$ cat config.mk
export PLATFORM = sky130hd
export DESIGN_NAME = lcvf_div_cell
export DESIGN_NICKNAME = d
export VERILOG_FILES = /design/src/lcvf_pkg.sv /design/src/lcvf_div_cell.sv
export SDC_FILE = /design/constraint.sdc
export NUM_CORES = 1
export LEC_CHECK = 0
export ABC_AREA = 1
export BUFFER_PORTS_ARGS = -buffer_cell sky130_fd_sc_hd__buf_2
export CORE_MARGIN = 2
export CORE_UTILIZATION = 50
export CTS_CLUSTER_SIZE = 40
export DETAILED_ROUTE_END_ITERATION = 8
export MAX_ROUTING_LAYER = met4
export PLACE_DENSITY = 0.79
export SLEW_MARGIN = 20
export SYNTH_ARGS = -nofsm -noshare
export SYNTH_HDL_FRONTEND = slang
export SYNTH_SLANG_ARGS = --single-unit
export TNS_END_PERCENT = 5
$ cat constraint.sdc
create_clock -name clock -period 2.15 [get_ports clock]
set_input_delay 0.215 -clock clock [delete_from_list [all_inputs] [get_ports clock]]
set_output_delay 0.215 -clock clock [all_outputs]
set_load 0.02 [all_outputs]
$ cat src/lcvf_pkg.sv
// ----------------------------------------------------------------------------
// lcvf_pkg: shared types, constants and helpers
// Payload structs, pipeline cell structs, register map and the rounding,
// saturation and magnitude helpers of the limit-cycle velocity field block.
// ----------------------------------------------------------------------------
package lcvf_pkg;

   localparam int SQRT_STEPS  = 32;
   localparam int DIV_STEPS   = 31;
   localparam int PIPE_STAGES = 2 * SQRT_STEPS + 2 * DIV_STEPS + 14;
   localparam int ADDR_W      = 5;

   typedef enum logic [2:0] {
      REG_GAIN,
      REG_RADIUS,
      REG_OMEGA,
      REG_OFS_X,
      REG_OFS_Y,
      REG_OFS_Z,
      REG_LIMIT
   } reg_index_type;

   typedef logic signed [65:0] wide_type;

   typedef struct packed {
      logic signed [31:0] pos_x;
      logic signed [31:0] pos_y;
      logic signed [31:0] pos_z;
      logic signed [31:0] centre_x;
      logic signed [31:0] centre_y;
      logic signed [31:0] centre_z;
   } req_type;

   typedef struct packed {
      logic signed [31:0] vel_x;
      logic signed [31:0] vel_y;
      logic signed [31:0] vel_z;
      logic               was_limited;
   } rsp_type;

   // one digit step of the square root: radicand left, remainder, root so far
   typedef struct packed {
      logic [63:0] n;
      logic [33:0] rem;
      logic [31:0] root;
   } sqrt_cell_type;

   // one bit step of the division: remainder, divisor, low dividend / quotient
   typedef struct packed {
      logic [31:0] rem;
      logic [31:0] den;
      logic [30:0] qn;
   } div_cell_type;

   // shift right, rounding to nearest with ties away from zero
   function automatic wide_type shr_rnd(input wide_type v, input int unsigned k);
      wide_type mag;
      wide_type m;
      mag = v[65] ? -v : v;
      m   = (mag + (66'sd1 <<< (k - 1))) >>> k;
      return v[65] ? -m : m;
   endfunction

   function automatic logic signed [31:0] sat32(input wide_type v);
      if (v > 66'sd2147483647) begin
         return 32'sh7fffffff;
      end else if (v < -66'sd2147483648) begin
         return 32'sh80000000;
      end else begin
         return $signed(v[31:0]);
      end
   endfunction

   function automatic logic [31:0] mag32(input logic signed [31:0] v);
      return v[31] ? (~v + 32'd1) : v;
   endfunction

endpackage

$ cat src/lcvf_div_cell.sv
// ----------------------------------------------------------------------------
// lcvf_div_cell: one bit of a restoring divider
// Brings down the next dividend bit, subtracts the divisor where it fits
// and shifts the quotient bit in at the bottom.
// ----------------------------------------------------------------------------
module lcvf_div_cell import lcvf_pkg::*; (
   input  logic         clock,
   input  logic         advance,
   input  div_cell_type prev_cell,
   output div_cell_type next_cell
);

   div_cell_type cell_ff;
   div_cell_type cell_in;
   logic [32:0]  part;

   always_comb begin
      part        = {prev_cell.rem, prev_cell.qn[30]};
      cell_in.den = prev_cell.den;
      if (part >= {1'b0, prev_cell.den}) begin
         cell_in.rem = 32'(part - {1'b0, prev_cell.den});
         cell_in.qn  = {prev_cell.qn[29:0], 1'b1};
      end else begin
         cell_in.rem = part[31:0];
         cell_in.qn  = {prev_cell.qn[29:0], 1'b0};
      end
   end

   always_ff @(posedge clock) begin
      if (advance) begin
         cell_ff <= cell_in;
      end
   end

   assign next_cell = cell_ff;

endmodule

==> key figures <==
Critical path
  – CP most frequent cell: nand2_1
  – Startpoint types: input pin
  – Kind of cell adding the most delay to the critical path: simple AND/OR/NAND/NOR gates
  – Kind of critical path: input pin to flop
  – Slowest-stage cell, CP: ha_1
  – Crit path largest cell delay: approximately 340 ps
  – Data required time at the worst endpoint: 2260 ps
  – Worst Path Max Fanout: 11
  – Critical path capture point type: flop
  – Crit path cell chain: buf_2, inv_1, ha_1, nand2_1, nor2_1, nand2_1, nor2_2, nand2_1, nand3_1, nor2_4, buf_4, nand3_1, nand2_1
  – Data arrival, critical path: just under 2000 ps
  – Number of buffer and inverter stages on the critical path: 3

STA
  – Actual transition at the worst max-transition pin: 488 ps
  – Worst-case setup margin in the final layout: 281 ps
  – Post-route fraction of the period consumed by the critical path: 0.869
  – Final hold slack: 31.9 ps
  – Count of final hold-check violations: 0
  – Final critical path time including I/O delays and setup: 1870 ps
  – Setup repair after global routing missed its margin: false
  – Fin. max-slew vios: 0
  – Achievable frequency: around 0.54 GHz
  – Setup violation total in the final timing report: 0
  – Tightest slew margin relative to the limit: 0.674

Routing
  – Post-route DRC: 0
  – Total number of vias: 5389
  – Number of nets still failing antenna checks after routing: 0
  – Routed Wire Length: between 15 and 20 mm
  – Average wire per cell in the routed design: between 10 and 15 um
  – Initial DRT Pass Iterations: 5
  – Iteration-0 DRC count of the detailed router: approximately 330
  – Vias per std cell: ~4.8

Cells and area
  – Layout-stage area growth over the synthesis result: 27.9%
  – Cell area after layout: ~0.0077 mm2
  – Final standard cell count with taps included and fillers excluded: about 1100
  – Most frequent standard cell in the layout excluding fill and tap cells: nand2_1
  – Filler instances: 1088
  – Total number of nets in the final design: 1106
  – Proportion of layout cells with a drive suffix above 1: 0.281
  – Top library cells by usage in the layout, fill and taps aside: nand2_1 (276), buf_2 (190), inv_1 (149), edfxtp_1 (95), nand3_1 (52)
  – Largest register FFs: 95
  – Ant diodes: 0

Synth
  – Main combinational cell family by area after synthesis: simple AND/OR/NAND/NOR gates
  – Synthesized netlist net count: 877
  – Post-synthesis share of cell area spent on and, or, nand and nor gates: 0.310
  – Synth area leaders: edfxtp_1 (47%), nand2_1 (17%), inv_1 (9.2%), ha_1 (6.6%), nand3_1 (4.3%)
  – Yosys warns: 0
  – Sequential area share after synthesis: 0.472
  – Primary FF master, synth: edfxtp_1
  – Synthesized-area fraction occupied by ao, oa, aoi and oai cells: 0.0203
  – Adder-cell share of the synthesized area: 0.0695
  – Synth Cell Area: 0.00605 mm2
  – Post-Syn Area per Cell: 8.10 um2
  – Portion of netlist area occupied by mux cells: 0
  – Number of enable-type register cells in the synthesized netlist: 95
  – Cell count after synthesis: 747
  – Fraction of synthesis flops using an asynchronous set or reset pin: 0
  – Cell accounting for the most synthesized area: edfxtp_1
  – FF+latch count, synth: 95
  – Fraction of synthesized cell area taken by the top area cell type: 0.472
  – Synth Area in XOR/XNOR: 0.0203
  – Number of distinct library cell variants in the gate-level netlist after synthesis: 29

Global routing
  – Most Used Layer, Global Route: met2
  – Global-route wire length before repair: 24.1 mm
  – GR Layer Usage met2: 0.395
  – Total routing usage reported by global routing: 0.246
  – GR met3 Demand/Resource: 0.0462
  – Largest net degree at the start of global routing: 38
  – Antenna violations before repair: 0
  – Overflow after GRT: 0
  – GR met1 Demand/Resource: 0.327
  – Via count of the first global-routing pass: between 4000 and 5000

Clock network
  – Number of resized instances in the post-cts repair step: 0
  – CTS tree: done
  – CTS Buf Count: 9
  – Master cell of the clock root buffer: clkbuf_16
  – Post-CTS clock slew at the launch and capture registers of the worst setup and hold paths: 70 ps
  – Maximum clock insertion buffer count: 2
  – Number of sinks handled by clock tree synthesis: 95
  – H-Tree Level Count: 3
  – CTS Hold Buffers Added: 0
  – Number of setup buffers added after CTS: 0

Floorplanning
  – Die outline height: approximately 110 um
  – Area of the core region: 0.0119 mm2
  – X dimension of the die: 114 um
  – Row cnt: 40
  – Initial core utilization: 0.508
  – I/O pin total: between 150 and 200
  – Die footprint: 0.0130 mm2

Place
  – Port bufs: 191
  – Final Wtd Congestion: 0.944
  – Post-Place Cells: 1112
  – Final HPWL DP: 12.7 mm
  – DP Area: around 0.0074 mm2
  – Dpl ws: -83.6 ps

Power and ir drop
  – Power density over the cells: 698 mW/mm2
  – Total power draw: roughly 0.0054 W
  – Leakage: 4.19 nW
  – IR Drop Worst-Case VDD: ~0.38 mV

Min path
  – Worst hold path type: input pin to flop

Job
  – Number of maximum-capacitance violations: 0

Status
  – Outcome: finished, final reports clean
[power breakdown]
part,leakage (nW),internal [W],switching (W)
Combinational,3.11,0.000554,0.000978
Clock,0.142,0.000811,0.000742
Sequential,0.929,0.00227,0.0000428
Total,4.19,0.00364,0.00176
[worst paths after layout]
check / slack (ps) / cells after the start / startpoint / to
setup / recovery: 280 / 13 / prev_cell[51] / next_cell[90]
hold / removal: 30 / 1 / prev_cell[3] / next_cell[4]
[kinds of logic (layout without fill, tap and decap cells)]
logic type,after synthesis,count (layout)
AOI/OAI and AO/OA,24,24
xor gates and xnor gates,14,14
adders and majority gates,33,33
buffers and inverters,162,396
DFF,95,95
and+or+nand+nor,419,419
[Yosys cell counts (2+ instances only)]
cell type,n
a21oi_1,21
and2_1,8
buf_2,7
edfxtp_1,95
ha_1,32
inv_1,149
inv_2,3
nand2_1,276
nand2_2,4
nand3_1,52
nand3_2,16
nand3b_1,10
nand4_1,2
nor2_1,34
nor2_2,5
nor3_1,6
nor3_2,2
o21ai_0,2
xor2_1,13
[layer usage]
layer | routed length (um) | vias to the layer above
met3 | 1070 | 8
met4 | 123 | 0
met5 | 0 | -
met2 | 7170 | 171
li1 | - | 2810
met1 | 7110 | 2400
[stage by stage]
| stage | setup TNS (ps) | util |
|---|---|---|
| 6_report | 0 | 0.649 |
| 5_1_grt | 0 | 0.649 |
| 4_1_cts | 0 | 0.649 |
| 3_5_place_dp | -1750 | 0.625 |
| 3_3_place_gp | -1130 | 0.625 |
| 2_1_floorplan | 0 | - |
[final cells by class]
class	instances	area, um2	share of cell area
clock buffers	9	225	0.0291
repair buffers	228	1300	0.168
flip-flops and latches	95	2850	0.369
inverters	152	571	0.0738
clock inverters	7	61.3	0.00793
well taps	147	184	0.0238
multi-input cells	490	2540	0.329
No activity file was read; power rests on OpenSTA's default activity.
