--- src/lcvf_pkg.sv ---
// ----------------------------------------------------------------------------
// lcvf_pkg: shared types, constants and helpers
// Payload structs, pipeline cell structs, register map and the rounding,
// saturation and magnitude helpers of the limit-cycle velocity field block.
// ----------------------------------------------------------------------------
package lcvf_pkg;

   localparam int SQRT_STEPS  = 32;
   localparam int DIV_STEPS   = 31;
   localparam int PIPE_STAGES = 2 * SQRT_STEPS + 2 * DIV_STEPS + 14;
   localparam int ADDR_W      = 5;

   typedef enum logic [2:0] {
      REG_GAIN,
      REG_RADIUS,
      REG_OMEGA,
      REG_OFS_X,
      REG_OFS_Y,
      REG_OFS_Z,
      REG_LIMIT
   } reg_index_type;

   typedef logic signed [65:0] wide_type;

   typedef struct packed {
      logic signed [31:0] pos_x;
      logic signed [31:0] pos_y;
      logic signed [31:0] pos_z;
      logic signed [31:0] centre_x;
      logic signed [31:0] centre_y;
      logic signed [31:0] centre_z;
   } req_type;

   typedef struct packed {
      logic signed [31:0] vel_x;
      logic signed [31:0] vel_y;
      logic signed [31:0] vel_z;
      logic               was_limited;
   } rsp_type;

   // one digit step of the square root: radicand left, remainder, root so far
   typedef struct packed {
      logic [63:0] n;
      logic [33:0] rem;
      logic [31:0] root;
   } sqrt_cell_type;

   // one bit step of the division: remainder, divisor, low dividend / quotient
   typedef struct packed {
      logic [31:0] rem;
      logic [31:0] den;
      logic [30:0] qn;
   } div_cell_type;

   // shift right, rounding to nearest with ties away from zero
   function automatic wide_type shr_rnd(input wide_type v, input int unsigned k);
      wide_type mag;
      wide_type m;
      mag = v[65] ? -v : v;
      m   = (mag + (66'sd1 <<< (k - 1))) >>> k;
      return v[65] ? -m : m;
   endfunction

   function automatic logic signed [31:0] sat32(input wide_type v);
      if (v > 66'sd2147483647) begin
         return 32'sh7fffffff;
      end else if (v < -66'sd2147483648) begin
         return 32'sh80000000;
      end else begin
         return $signed(v[31:0]);
      end
   endfunction

   function automatic logic [31:0] mag32(input logic signed [31:0] v);
      return v[31] ? (~v + 32'd1) : v;
   endfunction

endpackage

--- src/lcvf_sqrt_cell.sv ---
// ----------------------------------------------------------------------------
// lcvf_sqrt_cell: one digit of an integer square root
// Takes two radicand bits, tries the next root bit and registers the
// partial result for the next cell of the chain.
// ----------------------------------------------------------------------------
module lcvf_sqrt_cell import lcvf_pkg::*; (
   input  logic          clock,
   input  logic          advance,
   input  sqrt_cell_type prev_cell,
   output sqrt_cell_type next_cell
);

   sqrt_cell_type cell_ff;
   sqrt_cell_type cell_in;
   logic [35:0]   part;
   logic [35:0]   trial;

   always_comb begin
      part      = {prev_cell.rem, prev_cell.n[63:62]};
      trial     = {2'b00, prev_cell.root, 2'b01};
      cell_in.n = {prev_cell.n[61:0], 2'b00};
      if (part >= trial) begin
         cell_in.rem  = 34'(part - trial);
         cell_in.root = {prev_cell.root[30:0], 1'b1};
      end else begin
         cell_in.rem  = part[33:0];
         cell_in.root = {prev_cell.root[30:0], 1'b0};
      end
   end

   always_ff @(posedge clock) begin
      if (advance) begin
         cell_ff <= cell_in;
      end
   end

   assign next_cell = cell_ff;

endmodule

--- config.mk ---
export PLATFORM = sky130hd
export DESIGN_NAME = lcvf_sqrt_cell
export DESIGN_NICKNAME = d
export VERILOG_FILES = /design/src/lcvf_pkg.sv /design/src/lcvf_sqrt_cell.sv
export SDC_FILE = /design/constraint.sdc
export NUM_CORES = 1
export LEC_CHECK = 0
export ABC_AREA = 1
export BUFFER_PORTS_ARGS = -buffer_cell sky130_fd_sc_hd__buf_2
export CAP_MARGIN = 0
export CORE_MARGIN = 1.5
export CORE_UTILIZATION = 50
export CTS_CLUSTER_SIZE = 10
export DETAILED_ROUTE_END_ITERATION = 8
export GPL_ROUTABILITY_DRIVEN = 0
export PLACE_DENSITY = 0.82
export REMOVE_ABC_BUFFERS = 1
export SLEW_MARGIN = 20
export SYNTH_ARGS = -nofsm -noshare
export SYNTH_HDL_FRONTEND = slang
export SYNTH_SLANG_ARGS = --single-unit
--- constraint.sdc ---
create_clock -name clock -period 2.37 [get_ports clock]
set_input_delay 0.474 -clock clock [delete_from_list [all_inputs] [get_ports clock]]
set_output_delay 0.474 -clock clock [all_outputs]
set_load 0.02 [all_outputs]
==> results of run 1 <==
## layer usage
layer | vias up | part of all wire
li1 | 3137 | -
met1 | 2866 | 0.37
met2 | 287 | 0.52
met3 | 60 | 0.072
met4 | 0 | 0.041
met5 | - | 0
## power by group through the flow
| stage | combinational, mW | clock, mW | sequential [mW] |
|---|---|---|---|
| 3_5_place_dp | 1.56 | 0 | 2.87 |
| 4_1_cts | 1.58 | 2.75 | 2.83 |
| 3_3_place_gp | 1.53 | 0 | 2.86 |
| 2_1_floorplan | 0.584 | 0 | 3.17 |
| 6_report | 1.58 | 2.73 | 2.83 |
| 5_1_grt | 1.73 | 2.84 | 2.85 |
## worst max path at each step
stage / end / depth (start not counted) / from / slack, ps
5_1_grt: next_cell[51]$_DFFE_PP_ / 14 / prev_cell[10] / 20
4_1_cts: next_cell[51]$_DFFE_PP_ / 13 / prev_cell[25] / 240
3_3_place_gp: next_cell[53]$_DFFE_PP_ / 13 / prev_cell[25] / -160
2_1_floorplan: next_cell[65]$_DFFE_PP_ / 13 / prev_cell[24] / 130
3_5_place_dp: next_cell[51]$_DFFE_PP_ / 13 / prev_cell[25] / -220
6_report: next_cell[51]$_DFFE_PP_ / 14 / prev_cell[10] / 240
## stage by stage
stage | std cells | instance area (µm²) | util | setup slack (ps)
final | 1300 | 9450 | 0.708 | 238
after CTS | 1294 | 9430 | 0.706 | 238
after detailed placement | 1262 | 8820 | 0.661 | -223
after global placement | 1262 | 8820 | 0.661 | -164
after floorplan | 768 | 6830 | - | 125
after global routing | 1300 | 9450 | 0.708 | 15.3
## cell usage in the layout, fill, tap and decap left out, types with 4 or more instances in the layout
master,synthesis,routed
nor2_2,8,8
xor2_1,15,15
a21oi_1,25,24
nand3b_1,4,4
buf_4,5,57
nor2_1,49,49
inv_1,139,139
nand4_1,6,6
o21ai_0,13,13
clkbuf_16,0,17
buf_2,0,258
edfxtp_1,128,128
nand3_1,38,38
ha_1,34,34
nand2_1,288,288
inv_6,0,7
diode_2,0,6
## worst max-delay path, stage by stage
cell     delay [ps]
buf_2            90
inv_1            50
ha_1            350
nand2_1         120
nor2_2          230
nand2_1         100
nor2_1          140
nand2_1          90
nand2_1          90
nand2_1          80
nand2_4         100
buf_4           270
nand3_1         170
nand2_1          80
## layout make-up
cell class,count,area [µm²],share of cell area
antenna,6,15.0,0.00159
multi-input combinational,500,2460,0.261
clock buffer,18,429,0.0454
inverter,140,531,0.0561
clock inverter,14,179,0.0189
timing repair buffer,318,1770,0.187
tap,176,220,0.0233
sequential,128,3840,0.407
## what timing repair did
action,in CTS,in global routing
hold buffers,0,0
setup endpoints to repair,0,33
resized for setup,0,2
## cells by family after synthesis
family,Yosys count,synth area share
simple gates,404,0.239
xor+xnor,18,0.0229
other cells,1,0.000544
fa+ha+maj,34,0.0617
buf+inv,148,0.0869
flops,128,0.557
compound gates,42,0.0321
==> reports/qor.csv, run 1 <==
stage,metric,value,unit
global_route,GRT Util Overall,0.276,
placement,DPL Wire Length,15000,µm
global_route,Congestion Overflow GR,0,
timing,"Hold Violations, Final",0,
synthesis,top post-synthesis cells by area,"edfxtp_1 (56%), nand2_1 (16%), inv_1 (7.6%), ha_1 (6.2%), nand3_1 (2.8%)",
global_route,met3 usage in global routing,0.0627,
floorplan,# IOs,262,
pwr,Sequential Power Share,0.396,
timing,setup violators final,0,
pwr,Clock power frac,0.382,
placement,IO buf count,259,
timing,Max-slew headroom,0.622,
finish,max reg flops,128,
routing,Vias/cell,4.88,
pwr,PwrDens,755,nW/µm²
critical_path,CP Launch Type,input port,
floorplan,DIE AREA,14500,µm²
floorplan,Die Ht,120,µm
synthesis,"Avg Cell Area, Syn",8.90,µm²
floorplan,Core ar.,13300,µm²
timing,RSZ-0062 raised after global routing,no,
global_route,met1 GRT Util,0.310,
cts,Post-CTS Setup Bufs,0,
outcome,run status,completed,
synthesis,Main synth FF type,edfxtp_1,
pwr,Comb pwr share,0.221,
global_route,grt peak-use layer,met2,
routing,WL final,19900,µm
job,max-capacitance violation count,0,
routing,routed len/inst,15.3,µm
global_route,largest net degree at the start of global routing,48,
synthesis,Yosys warnings,0,
critical_path,"Max FO, Critical Path",22,
pwr,switch share,0.296,
global_route,first-pass GRT wire length,30000,µm
pwr,internal power,5.02,mW
cts,Max clock buf depth,2,
min_path,hold path start,prev_cell[83],
pwr,worst ir drop on vdd,0.000406,V
min_path,worst min-delay path endpoint,next_cell[85]$_DFFE_PP_,
cts,H-Tree Depth,4,
min_path,hold path depth,1,
timing,post-route clock period utilization,0.900,
synthesis,"top cells by count, synth","nand2_1 (288), inv_1 (139), edfxtp_1 (128), nor2_1 (49), nand3_1 (38)",
cts,Root Driver,clkbuf_16,
cts,cts bufs inserted,17,
timing,fmax,469,MHz
timing,Final Critical Period,2130,ps
synthesis,Synth Instances,775,
cts,clock sink total,128,
synthesis,Post-synth EDFFs,128,
pwr,total power draw,7.14,mW
routing,drt pass-1 iters,8,
synthesis,Synth top area share,0.557,
synthesis,top-count cell post-synth,nand2_1,
critical_path,Critical Path End Type,register,
timing,Worst Tran Pin Value,560,ps
global_route,initial antenna violation count,6,
global_route,vias in the first global route,6050,
synthesis,cell taking the most area after synthesis,edfxtp_1,
synthesis,Synth Register Bits,128,
finish,synthesis-to-layout area growth,37.0,%
floorplan,Initial Util,0.517,
finish,fillers,1048,
timing,worst hold slack,211,ps
routing,DRC Markers,0,
synthesis,sequential fraction of the synthesis area,0.557,
routing,drt initial violations,415,
finish,layout cells sized above 1,0.326,
cts,CTS tree,yes,
routing,ANT nets after route,0,
synthesis,Unique masters post-synth,25,
global_route,met2 usage,0.494,
pwr,P_sw,2.11,mW
critical_path,WS Path Type,input port to register,
critical_path,CP required,2670,ps
floorplan,Die X,120,µm
synthesis,Mapped Area,6900,µm²
floorplan,# rows,42,
min_path,Hold WC Path Type,input port to register,
timing,setup_tns,0,ps
cts,"Clk pin slew, worst setup/hold paths",60,ps
pwr,P_leak,4.91,nW
timing,Final Max Slew Viols,0,
synthesis,ys async rst share,0,
routing,DR vias,6350,
finish,"Net count, final",1271,
critical_path,Worst Path Arrival,2430,ps
Power figures use the tool's default switching activity.
==> run 2: changes to the inputs <==
--- a/config.mk
+++ b/config.mk
@@ -14,6 +14,7 @@
 export DETAILED_ROUTE_END_ITERATION = 8
 export GPL_ROUTABILITY_DRIVEN = 0
 export PLACE_DENSITY = 0.82
+export RECOVER_POWER = 50
 export REMOVE_ABC_BUFFERS = 1
 export SLEW_MARGIN = 20
 export SYNTH_ARGS = -nofsm -noshare
==> reports/qor.csv, run 2 (synthesis results as in run 1) <==
stage,metric,value,unit,change
cts,CTS tree,yes,,
routing,WL final,19500,µm,-1.8%
cts,H-Tree Depth,4,,unchanged
cts,Max clock buf depth,2,,unchanged
finish,"commonest non-fill, non-tap cell in the layout",nand2_1,,
critical_path,Worst path slowest cell,ha_1,,
finish,Final Cell Area,9400,µm²,-0.57%
cts,clock sink total,128,,unchanged
floorplan,Core ar.,13300,µm²,unchanged
pwr,P_leak,4.85,nW,-1.1%
timing,Final Max Slew Viols,0,,unchanged
floorplan,Initial Util,0.517,,unchanged
routing,Vias/cell,4.87,,-0.24%
timing,RSZ-0062 raised after global routing,no,,
routing,DRC Markers,0,,unchanged
critical_path,crit-path most repeated cell,nand2_1,,
floorplan,DIE AREA,14500,µm²,unchanged
cts,Post-CTS Setup Bufs,0,,unchanged
global_route,Congestion Overflow GR,0,,unchanged
finish,area occupied by multi-input gates,2460,µm²,unchanged
finish,layout cells sized above 1,0.312,,-0.0143
floorplan,# rows,42,,unchanged
global_route,first-pass GRT wire length,30000,µm,unchanged
finish,max reg flops,128,,unchanged
finish,final cell count without fillers,1299,,-0.077%
finish,fillers,1063,,+1.4%
timing,setup violators final,0,,unchanged
finish,most frequent cells in the layout,"nand2_1 (288), buf_2 (242), inv_1 (139)",,
floorplan,# IOs,262,,unchanged
global_route,initial antenna violation count,5,,-1
routing,DR WL met2,10200,µm,-1.1%
global_route,GRT Util Overall,0.276,,unchanged
critical_path,Max stage delay on crit path,350,ps,about the same
critical_path,"Max FO, Critical Path",22,,unchanged
routing,DR top layer,met4,,
routing,drt initial violations,353,,-15%
floorplan,Die X,120,µm,unchanged
timing,fmax,472,MHz,+0.67%
placement,Place WS,-223,ps,unchanged
finish,FF/Latch Area,3840,µm²,unchanged
routing,Metal-1 WL,7290,µm,-1.0%
placement,IO buf count,259,,unchanged
critical_path,CP Launch Type,input port,,
critical_path,Critical Path End Type,register,,
critical_path,CP required,2670,ps,about the same
finish,"Net count, final",1271,,unchanged
routing,DR WL met3,1370,µm,-5.1%
timing,final worst-path setup slack,252,ps,+14.3 ps
min_path,Hold WC Path Type,input port to register,,
timing,Max-slew headroom,0.348,,-0.275
cts,Root Driver,clkbuf_16,,
critical_path,CP Cell Sequence,clkbuf_1 -> inv_1 -> ha_1 -> nand2_1 -> nor2_2 -> nand2_1 -> nor2_2 -> nand2_1 -> a21oi_2 -> nor2_1 -> nand2_4 -> buf_4 -> nand3_1 -> nand2_1,,
critical_path,Worst Path Arrival,2420,ps,about the same
placement,Inst Count DP,1262,,unchanged
job,max-capacitance violation count,0,,unchanged
min_path,hold path start,prev_cell[101],,
routing,ANT nets after route,0,,unchanged
placement,DPL Wire Length,15000,µm,unchanged
min_path,hold path depth,1,,unchanged
critical_path,WS Path Type,input port to register,,
floorplan,Die Ht,120,µm,unchanged
pwr,worst ir drop on vdd,0.000399,V,-1.5%
finish,synthesis-to-layout area growth,36.2,%,
global_route,largest net degree at the start of global routing,48,,unchanged
cts,cts bufs inserted,17,,unchanged
pwr,total power draw,7.11,mW,-0.35%
placement,placed cell area,8820,µm²,unchanged
routing,drt pass-1 iters,5,,-3
cts,"Clk pin slew, worst setup/hold paths",60,ps,about the same
global_route,vias in the first global route,6050,,unchanged
timing,post-route clock period utilization,0.894,,-0.00602
timing,"Hold Violations, Final",0,,unchanged
outcome,run status,completed,,
routing,DR vias,6330,,-0.31%
min_path,worst min-delay path endpoint,next_cell[103]$_DFFE_PP_,,
timing,Worst Tran Pin Value,979,ps,+418 ps
routing,routed len/inst,15.0,µm,-1.8%
pwr,PwrDens,757,nW/µm²,+0.22%
timing,Final Critical Period,2120,ps,-14.3 ps
## run 2: cell types whose count changed in the layout (fill, tap and decap cells not counted), sizes merged
cell	change
diode	-1
buf	-19
clkbuf	+19
## run 2: what timing repair did
item	CTS	global route
gates resized for setup	0	2
hold buffers	0	0
endpoints found under the setup margin	0	33
## run 2: power breakdown
part,internal (mW),leakage [nW],switching (mW),total [mW]
clock,1.67,0.289,1.05,2.72
combinational,0.578,3.31,0.989,1.57
sequential,2.77,1.25,0.0601,2.83
## run 2: cell type report
class | count | area share
Inverter | 140 | 0.0565
Multi-Input combinational cell | 500 | 0.262
Clock buffer | 18 | 0.0457
Antenna cell | 5 | 0.00133
Clock inverter | 14 | 0.0190
Sequential cell | 128 | 0.409
Tap cell | 176 | 0.0234
Timing Repair Buffer | 318 | 0.183
## run 2: worst max path at each step
stage	from	endpoint	slack (ps)	cells past startpoint
6_report	prev_cell[14]	next_cell[51]$_DFFE_PP_	250	14
5_1_grt	prev_cell[10]	next_cell[51]$_DFFE_PP_	20	14
4_1_cts	prev_cell[25]	next_cell[51]$_DFFE_PP_	240	13
3_5_place_dp	prev_cell[25]	next_cell[51]$_DFFE_PP_	-220	13
3_3_place_gp	prev_cell[25]	next_cell[53]$_DFFE_PP_	-160	13
2_1_floorplan	prev_cell[24]	next_cell[65]$_DFFE_PP_	130	13
## run 2: per-layer routing
layer  up-vias  global-route usage
met3        51              0.0627
li1       3136                   -
met4         0               0.135
met5         -                   0
met1      2878               0.310
met2       265               0.494
## run 2: stage by stage
stage               setup TNS [ps]   util  hold slack (ps)
floorplan                        0      -              573
global placement             -3920  0.661              651
detailed placement           -5660  0.661              652
CTS                              0  0.706              198
global route                     0  0.704              202
finish                           0  0.704              213
## run 2: critical path: cells and delay by family
family	cells	cell delay, ps
compound gates	1	110
buf+inv	3	460
simple gates	9	1030
fa+ha+maj	1	350
==> run 3: changes to the inputs <==
--- a/config.mk
+++ b/config.mk
@@ -13,7 +13,7 @@
 export CTS_CLUSTER_SIZE = 10
 export DETAILED_ROUTE_END_ITERATION = 8
 export GPL_ROUTABILITY_DRIVEN = 0
-export PLACE_DENSITY = 0.82
+export PLACE_DENSITY = 0.91
 export RECOVER_POWER = 50
 export REMOVE_ABC_BUFFERS = 1
 export SLEW_MARGIN = 20
==> reports/qor.csv, run 3 (synthesis results as in run 1) <==
stage,metric,value,unit,change
job,max-capacitance violation count,1,,+1
routing,WL final,20900,µm,+7.0%
finish,fillers,999,,-6.0%
placement,IO buf count,259,,unchanged
routing,DRC Markers,0,,unchanged
timing,fmax,454,MHz,-3.9%
routing,drt initial violations,467,,+32%
placement,placed cell area,8750,µm²,-0.81%
timing,Worst Tran Pin Value,1670,ps,+689 ps
timing,setup violators final,0,,unchanged
finish,synthesis-to-layout area growth,35.3,%,
critical_path,CP required,2670,ps,about the same
cts,Root Driver,clkbuf_16,,
cts,CTS tree,yes,,
finish,FF/Latch Area,3840,µm²,unchanged
finish,area occupied by multi-input gates,2460,µm²,-0.15%
placement,DPL Wire Length,15400,µm,+3.3%
global_route,vias in the first global route,6422,,+6.1%
routing,Vias/cell,5.04,,+3.4%
cts,cts hold-fix bufs,0,,unchanged
floorplan,Die X,120,µm,unchanged
timing,final worst-path setup slack,167,ps,-85.4 ps
routing,ANT nets after route,0,,unchanged
floorplan,Die Ht,120,µm,unchanged
min_path,worst min-delay path endpoint,next_cell[107]$_DFFE_PP_,,
finish,"commonest non-fill, non-tap cell in the layout",nand2_1,,
finish,"Net count, final",1262,,-0.71%
min_path,hold path start,prev_cell[105],,
cts,CTS resizes,0,,unchanged
critical_path,WS Path Type,input port to register,,
floorplan,# IOs,262,,unchanged
cts,cts bufs inserted,17,,unchanged
pwr,internal power,5.00,mW,-0.37%
pwr,worst ir drop on vdd,0.000487,V,+22%
floorplan,DIE AREA,14500,µm²,unchanged
cts,Post-CTS Setup Bufs,0,,unchanged
cts,Max clock buf depth,2,,unchanged
critical_path,"Max FO, Critical Path",33,,+50%
timing,Final Critical Period,2200,ps,+85.4 ps
finish,most frequent cells in the layout,"nand2_1 (288), buf_2 (239), inv_1 (139)",,
pwr,Comb pwr share,0.221,,about the same
pwr,P_sw,2.14,mW,+2.2%
global_route,initial antenna violation count,2,,-3
timing,worst hold slack,206,ps,-7.05 ps
pwr,total power draw,7.14,mW,+0.38%
routing,routed len/inst,16.2,µm,+8.0%
finish,max reg flops,128,,unchanged
timing,RSZ-0062 raised after global routing,no,,
min_path,hold path depth,1,,unchanged
min_path,Hold WC Path Type,input port to register,,
finish,layout cells sized above 1,0.301,,-0.0110
placement,Place WS,-199,ps,+24.4 ps
floorplan,Core ar.,13300,µm²,unchanged
cts,"Clk pin slew, worst setup/hold paths",70,ps,about the same
finish,Final Cell Area,9330,µm²,-0.68%
routing,DR vias,6484,,+2.4%
global_route,Congestion Overflow GR,0,,unchanged
pwr,Sequential Power Share,0.396,,-0.002
pwr,switch share,0.300,,+0.00526
outcome,failing checks,"capacitance limit, slew limit",,
timing,post-route clock period utilization,0.930,,+0.0360
global_route,largest net degree at the start of global routing,41,,-15%
global_route,first-pass GRT wire length,32100,µm,+7.1%
critical_path,Worst Path Arrival,2500,ps,+80 ps
floorplan,# rows,42,,unchanged
timing,Max-slew headroom,-0.112,,-0.460
cts,H-Tree Depth,4,,unchanged
routing,drt pass-1 iters,8,,+3
global_route,GRT Util Overall,0.296,,+0.0199
pwr,PwrDens,765,nW/µm²,+1.1%
pwr,P_leak,4.81,nW,-0.91%
critical_path,Critical Path End Type,register,,
finish,final core utilization,0.699,,-0.00478
cts,clock sink total,128,,unchanged
timing,"Hold Violations, Final",0,,unchanged
floorplan,Initial Util,0.517,,unchanged
pwr,Clock power frac,0.383,,about the same
outcome,run status,"complete, but fails checks",,
critical_path,CP Launch Type,input port,,
timing,Final Max Slew Viols,25,,+25
==> run 3: layout make-up <==
class / count / share of cell area
clock buffer: 17 / 0.0456
antenna: 2 / 0.000536
tap: 176 / 0.0236
clock inverter: 15 / 0.0196
multi-input combinational: 500 / 0.263
sequential: 128 / 0.412
timing repair buffer: 309 / 0.179
inverter: 140 / 0.0566
==> run 3: how the worst max path moves through the flow <==
stage                   from                      end  slack, ps
3_3_place_gp   prev_cell[23]  next_cell[53]$_DFFE_PP_       -170
3_5_place_dp   prev_cell[23]  next_cell[53]$_DFFE_PP_       -200
4_1_cts        prev_cell[23]  next_cell[53]$_DFFE_PP_        230
2_1_floorplan  prev_cell[24]  next_cell[65]$_DFFE_PP_        130
5_1_grt        prev_cell[13]  next_cell[61]$_DFFE_PP_         20
6_report       prev_cell[23]  next_cell[53]$_DFFE_PP_        170
==> run 3: power by group through the flow <==
stage	registers (mW)	clock network (mW)	logic, mW
finish	2.83	2.73	1.58
floorplan	3.17	0	0.584
global route	2.84	2.85	1.73
CTS	2.83	2.75	1.57
global placement	2.85	0	1.51
detailed placement	2.87	0	1.55
==> run 3: routing by layer <==
metal / part of all wire / vias to the layer above / track usage
met5: 0.00062 / - / 0
met4: 0.042 / 2 / 0.132
met3: 0.088 / 77 / 0.0849
met2: 0.52 / 364 / 0.533
met1: 0.35 / 2932 / 0.323
li1: - / 3109 / -
==> run 3: critical path: stages <==
cell	delay, ps
buf_2	90
inv_1	40
ha_1	360
nand2_1	100
nand2_1	70
nand2_1	60
and2_1	180
nand2_1	70
a21oi_1	220
nand2_1	120
nand2_1	120
nand2_4	80
inv_4	290
nand2_1	130
nand2_1	90
==> run 3: stage by stage <==
step	instances	setup TNS, ps
2_1_floorplan	768	0
3_3_place_gp	1253	-3900
3_5_place_dp	1253	-5320
4_1_cts	1285	0
5_1_grt	1286	0
6_report	1287	0
